File: config.mk
export PLATFORM = sky130hd
export DESIGN_NAME = wra_ctrl
export DESIGN_NICKNAME = d
export VERILOG_FILES = /design/src/sv/wra_pkg.sv /design/src/sv/wra_ctrl.sv
export SDC_FILE = /design/constraint.sdc
export NUM_CORES = 1
export LEC_CHECK = 0
export ABC_AREA = 1
export ABC_CLOCK_PERIOD_IN_PS = 1400
export BUFFER_PORTS_ARGS = -buffer_cell sky130_fd_sc_hd__buf_2
export CAP_MARGIN = 10
export CORE_AREA = 5 5 42 44
export DETAILED_ROUTE_END_ITERATION = 6
export DIE_AREA = 0 0 47 49
export GPL_TIMING_DRIVEN = 0
export SLEW_MARGIN = 20
export SYNTH_ARGS = -nofsm -noshare
export SYNTH_HDL_FRONTEND = slang
export SYNTH_SLANG_ARGS = --single-unit
File: constraint.sdc
create_clock -name i_clk -period 1.4 [get_ports i_clk]
set_input_delay 0.28 -clock i_clk [delete_from_list [all_inputs] [get_ports i_clk]]
set_output_delay 0.28 -clock i_clk [all_outputs]
set_load 0.01 [all_outputs]
File: src/sv/wra_pkg.sv
`timescale 1ns / 1ps
// ----------------------------------------------------------------------------
// Windowed running average: shared package
// Payload types, register indexes, controller states and the command and
// status groups that pass between the controller and the datapath.
// ----------------------------------------------------------------------------
package wra_pkg;

    // Field widths fixed by the item format.
    localparam int DATA_W  = 32;
    localparam int STAMP_W = 64;
    localparam int CNT_W   = 9;

    // Defaults handed to the top-level parameters.
    localparam int WINDOW_MAX_DEF = 256;
    localparam int SUM_W_DEF      = 40;

    // Window size after reset.
    localparam logic [CNT_W-1:0] WINDOW_SIZE_RST = 9'd16;

    // Configuration register indexes.
    typedef enum logic [0:0] {
        CFG_WINDOW_SIZE = 1'b0,
        CFG_TIME_MODE   = 1'b1
    } t_cfg_index;

    // One input beat.
    typedef struct packed {
        logic signed [DATA_W-1:0] value;
        logic [STAMP_W-1:0]       timestamp;
        logic                     clear;
    } t_in_item;

    // One result beat.
    typedef struct packed {
        logic signed [DATA_W-1:0] delta;
        logic signed [DATA_W-1:0] average;
        logic signed [DATA_W-1:0] last_value;
        logic [CNT_W-1:0]         fill_count;
    } t_out_item;

    // One configuration write beat.
    typedef struct packed {
        t_cfg_index       index;
        logic [CNT_W-1:0] data;
    } t_cfg_beat;

    // Controller states.
    typedef enum logic [2:0] {
        ST_IDLE,
        ST_UPDATE,
        ST_DIV_LOAD,
        ST_DIV,
        ST_DONE
    } t_state;

    // Commands from the controller to the datapath.
    typedef struct packed {
        logic take_item;
        logic update;
        logic div_load;
        logic div_step;
        logic out_load;
    } t_dp_cmd;

    // Status from the datapath to the controller.
    typedef struct packed {
        logic out_free;
    } t_dp_status;

    // Effective window: zero means one sample, and it saturates at wmax.
    function automatic logic [CNT_W-1:0] eff_window(input logic [CNT_W-1:0] ws,
                                                    input int wmax);
        logic [CNT_W-1:0] n;
        n = ws;
        if (ws == '0) begin
            n = CNT_W'(1);
        end else if (int'(ws) > wmax) begin
            n = CNT_W'(wmax);
        end
        return n;
    endfunction

endpackage

File: src/sv/wra_ctrl.sv
`timescale 1ns / 1ps
// ----------------------------------------------------------------------------
// Windowed running average: controller
// Sequences a sample through ring update, divider load, the bit-serial
// division and hand-over to the output register; a clear just hands over.
// ----------------------------------------------------------------------------
module wra_ctrl
    import wra_pkg::*;
#(
    parameter int SUM_W = SUM_W_DEF
) (
    input  logic       i_clk,
    input  logic       i_rst_n,
    input  logic       i_in_valid,
    input  logic       i_in_clear,
    output logic       o_in_ready,
    input  t_dp_status i_status,
    output t_dp_cmd    o_cmd
);

    localparam int STEP_W = $clog2(SUM_W);

    t_state              r_state, n_state;
    logic [STEP_W-1:0]   r_step;
    logic                w_last_step;

    assign w_last_step = (r_step == STEP_W'(SUM_W - 1));

    // State and division step counter.
    always_ff @(posedge i_clk) begin
        if (!i_rst_n) begin
            r_state <= ST_IDLE;
            r_step  <= '0;
        end else begin
            r_state <= n_state;
            if (r_state == ST_DIV_LOAD) begin
                r_step <= '0;
            end else if (r_state == ST_DIV) begin
                r_step <= r_step + 1'b1;
            end
        end
    end

    // Next state.
    always_comb begin
        n_state = r_state;
        unique case (r_state)
            ST_IDLE: begin
                if (i_in_valid) begin
                    n_state = i_in_clear ? ST_DONE : ST_UPDATE;
                end
            end
            ST_UPDATE:   n_state = ST_DIV_LOAD;
            ST_DIV_LOAD: n_state = ST_DIV;
            ST_DIV: begin
                if (w_last_step) begin
                    n_state = ST_DONE;
                end
            end
            ST_DONE: begin
                if (i_status.out_free) begin
                    n_state = ST_IDLE;
                end
            end
            default:     n_state = ST_IDLE;
        endcase
    end

    // Outputs.
    always_comb begin
        o_cmd      = '0;
        o_in_ready = 1'b0;
        unique case (r_state)
            ST_IDLE: begin
                o_in_ready      = 1'b1;
                o_cmd.take_item = i_in_valid;
            end
            ST_UPDATE:   o_cmd.update   = 1'b1;
            ST_DIV_LOAD: o_cmd.div_load = 1'b1;
            ST_DIV:      o_cmd.div_step = 1'b1;
            ST_DONE:     o_cmd.out_load = i_status.out_free;
            default: begin
                o_cmd      = '0;
                o_in_ready = 1'b0;
            end
        endcase
    end

endmodule

# After elaboration in Yosys (flattened, before gate mapping)
# Cells that the tools add are included.
# op_classes
eq_ne	8
n_mux	11
bitwise	1
n_addsub	1
reduce_logical	3
# ops
cell	n
3-bit one-hot mux with 5 select lines	1
3-bit 2-to-1 mux	4
6-bit by 1-bit adder with 6-bit output (second input constant)	1
3-bit by 2-bit equality test with 1-bit output (second input constant)	2
6-bit equality test (second input constant)	1
1-bit 2-to-1 mux	6
2-bit != test (second input constant)	3
3-bit by 1-bit equality test with 1-bit output (second input constant)	1
3-bit equality test (second input constant)	1
3-bit logical NOT	1
3-bit AND reduction	1
2-bit OR reduction	1
1-bit NOT	1
# totals
elab_cells	26
out_inout_bits	6
input_bits	5
register_bits	9

# Depth between registers and ports, before layout
# logic_depth
depth_word	3
mapped_depth	8
mapped_depth_nobuf	8

# Worst setup path after synthesis
# Ideal clock, no wire load.
# synth_timing
kind	reg-to-output
start	register r_state[2]
end	output o_cmd[0] (netlist bit)
required_time_ns	1.120
path_buffers	0
stages_incl_launch_ff	3
arrival_ns	0.855
path_slack_ns	0.265
cell_sequence	dfxtp_1 > inv_2 > nor4_1
# synth_lines
item	line	source
from (decl)	wra_ctrl.sv:23	t_state r_state, n_state;
from (signal assigned)	wra_ctrl.sv:35	r_state <= n_state;
to (decl)	wra_ctrl.sv:18	output t_dp_cmd o_cmd

==> flow_summary_export.csv <==
group,metric,value,unit
layout,synthToLayoutAreaGrowth,28.0,%
critical_path,rr_endpoint,"r_state[0]",
synthesis,syn_area,509,um^2
sta,slew_headroom,86.2,%
critical_path,max_stage_delay,0.38,ns
synthesis,yosysSeqAreaShare,35.4,%
sta,finalWorstSetupSlack,0.0412,ns
synthesis,netlist.area_leader.share,35.4,%
cts,cts_root_buffer,"clkbuf_4",
critical_path,r2r_setup_slack,0.22,ns
power_and_ir_drop,ir_worst_vdd,725,uV
cts,worstSkewPairLatency,0.26,ns
critical_path,required,1.12,ns
detailed_routing,drtAntennaViolNets,0,
sta,setup-violations-final,0,
worst_hold_path,hold_path_end,"r_state[0]",
sta,slew_violations,0,
floorplan,die_h,49,um
grt,grt_pass1_vias,418,
synthesis,synthCells,79,
cts,cts.sinks,9,
detailed_routing,drtIter0Drc,5,
layout,fill_cells,160,
detailed_routing,num_vias,520,
cts,cts_tree,"yes",
detailed_routing,wire_per_inst,9.46,um
detailed_routing,post_drt_via_cell_ratio,4.64,
synthesis,synth_top_cell_by_area,"dfxtp_1",
detailed_routing,wirelength,1060,um
grt,overflow,0,
floorplan,chipWidth,47,um
placement,port_buffers,10,
sta,hold_viol_final,0,
cts,cts_buffers,3,
grt,grt_start_max_net_pins,8,
synthesis,ys_seq_elements,9,
placement,hpwl,769,um
sta,fin_skew,0.00459,ns
sta,min_period,1.36,ns
critical_path,cp_cell_sequence,"inv_4, nor4_1, buf_2",
floorplan,core-area,1400,um^2
sta,whs,0.236,ns
detailed_routing,dr.pass1.iters,4,
sta,tightest_slew,0.205,ns
worst_hold_path,worstHoldPathCells,3,
sta,period_share,97.1,%
layout,multi_input_area,272,um^2
power_and_ir_drop,leakagePower,0.000320,uW
grt,antenna_found_initial,0,
synthesis,yosys-top-cells-area,"dfxtp_1 35%, nand2_1 13%, inv_1 12%, nand3_1 6.9%, nor2_1 5.9%",
placement,place_congestion,0.775,
floorplan,start_util,36.3,%
cts,clk_pin_slew,0.06,ns
layout,diodes,0,
critical_path,reg2reg_from,"r_step[0]",
flow_run,drv_cap,0,
grt,grt_pass1_wl,1680,um
sta,setup-tns-final,0,ns
critical_path,critical_path_class,"register to output port",
floorplan,io_pins,11,
power_and_ir_drop,powerDensity,1180,nW/um^2
sta,max_freq,736,MHz
synthesis,synth_cell_types,19,
cts,hold_buffers,0,
floorplan,die_area,2300,um^2
synthesis,synth_area_per_cell,6.45,um^2
cts,h-tree-depth,1,
critical_path,critical-path-top-delay-family,"flip-flops",
synthesis,yosys_warnings,0,
critical_path,critical_path_arrival,1.08,ns
layout,seq_area,189,um^2
layout,nets,103,
critical_path,slowest_stage,"dfxtp_4",
critical_path,start_kind,"register",
worst_hold_path,min_path_type,"input port to register",
critical_path,path_max_fanout,7,
layout,drive_above_1_share,29.2,%
floorplan,rows,14,
status,status,"completed",
synthesis,synth_nets,85,
cts,cts.path.max_buffers,2,
worst_hold_path,hp-start,"i_rst_n",
critical_path,ff2ff_path_depth,6,
power_and_ir_drop,total_power,769,uW
detailed_routing,drc,0,
critical_path,cp-end-kind,"output port",
grt,track_usage,10.8,%
critical_path,path_buf_inv,2,
placement,dp_slack,0.220,ns
## worst reg2reg max path, stage by stage (launching register included)
cell and delay (ns):
dfxtp_1 0.37, ha_1 0.20, nand3_1 0.08, o21ai_1 0.20, o21ai_0 0.13, nand2_1 0.07
inv_1 0.03
## layer usage
| layer | wire length [um] | global-route usage (%) |
|---|---|---|
| met1 | 451 | 11.7 |
| met2 | 480 | 14.9 |
| met3 | 72 | 2.58 |
| met4 | 56 | 12.4 |
| met5 | 0 | 0 |
## stage by stage
| step | std cells | utilization (%) | instance area [um^2] |
|---|---|---|---|
| 3_3_place_gp | 105 | 41.3 | 579 |
| 3_5_place_dp | 105 | 41.3 | 579 |
| 2_1_floorplan | 79 | - | 509 |
| 5_1_grt | 112 | 46.5 | 652 |
| 6_report | 112 | 46.5 | 652 |
| 4_1_cts | 109 | 43.6 | 611 |
## area by class of cell
| type | instances | area share (%) |
|---|---|---|
| multi-input cells | 52 | 41.7 |
| repair buffers | 13 | 11.1 |
| flip-flops and latches | 9 | 29.0 |
| clock buffers | 4 | 4.03 |
| inverters | 18 | 11.1 |
| well taps | 16 | 3.07 |
## Yosys cell counts
| master | n |
|---|---|
| nand4_1 | 1 |
| nand2_2 | 2 |
| or2_0 | 1 |
| a21oi_1 | 4 |
| dfxtp_1 | 9 |
| o21ai_1 | 2 |
| nor3_1 | 1 |
| nor4_1 | 1 |
| inv_4 | 1 |
| nand3_1 | 7 |
| nor2_1 | 8 |
| nand3_4 | 1 |
| ha_1 | 1 |
| a31oi_1 | 1 |
| nand2_1 | 17 |
| inv_2 | 1 |
| o21ai_0 | 3 |
| nor2_2 | 2 |
| inv_1 | 16 |
## layout by cell type, fill, tap and decap left out, types with 2 or more instances in the layout
cell and n:
a21oi_1 4, buf_2 10, buf_4 3, clkbuf_4 3
dfxtp_1 6, dfxtp_4 2, inv_1 16, inv_4 2
nand2_1 17, nand2_2 2, nand3_1 7, nor2_1 7
nor2_2 2, o21ai_0 3, o21ai_1 2
## cell families (layout without fill, tap and decap cells)
family          Yosys count  count (layout)  share of synthesized area [%]
fa+ha+maj                 1               1                           2.46
simple gates             41              41                           38.3
flops                     9               9                           35.4
buf+inv                  18              35                           13.8
compound gates           10              10                           10.1
## registers in the layout, indices dropped and copies added (netlist names)
| register | cells |
|---|---|
| r_step | 6 |
| r_state | 3 |
## report_power, final
group / internal (uW) / switching (uW)
logic: 95.3 / 143
clock network: 110 / 95.6
registers: 285 / 40.8
total: 490 / 279
## timing repair
item                                    CTS  global route
resized for setup                         3             6
buffers inserted                          0             3
endpoints found under the setup margin    5             6
gates cloned                              0             0
## how the worst max path moves through the flow
stage                from  cells after the start         end  slack [ns]
2_1_floorplan  r_state[2]                      2    o_cmd[0]        0.27
3_3_place_gp    r_step[0]                      6  r_state[0]        0.22
3_5_place_dp    r_step[0]                      6  r_state[0]        0.22
4_1_cts        r_state[1]                      4    o_cmd[4]     -0.0004
5_1_grt        r_state[0]                      4    o_cmd[2]      -0.009
6_report       r_state[2]                      3    o_cmd[0]        0.04
No activity file was read; power rests on OpenSTA's default activity.
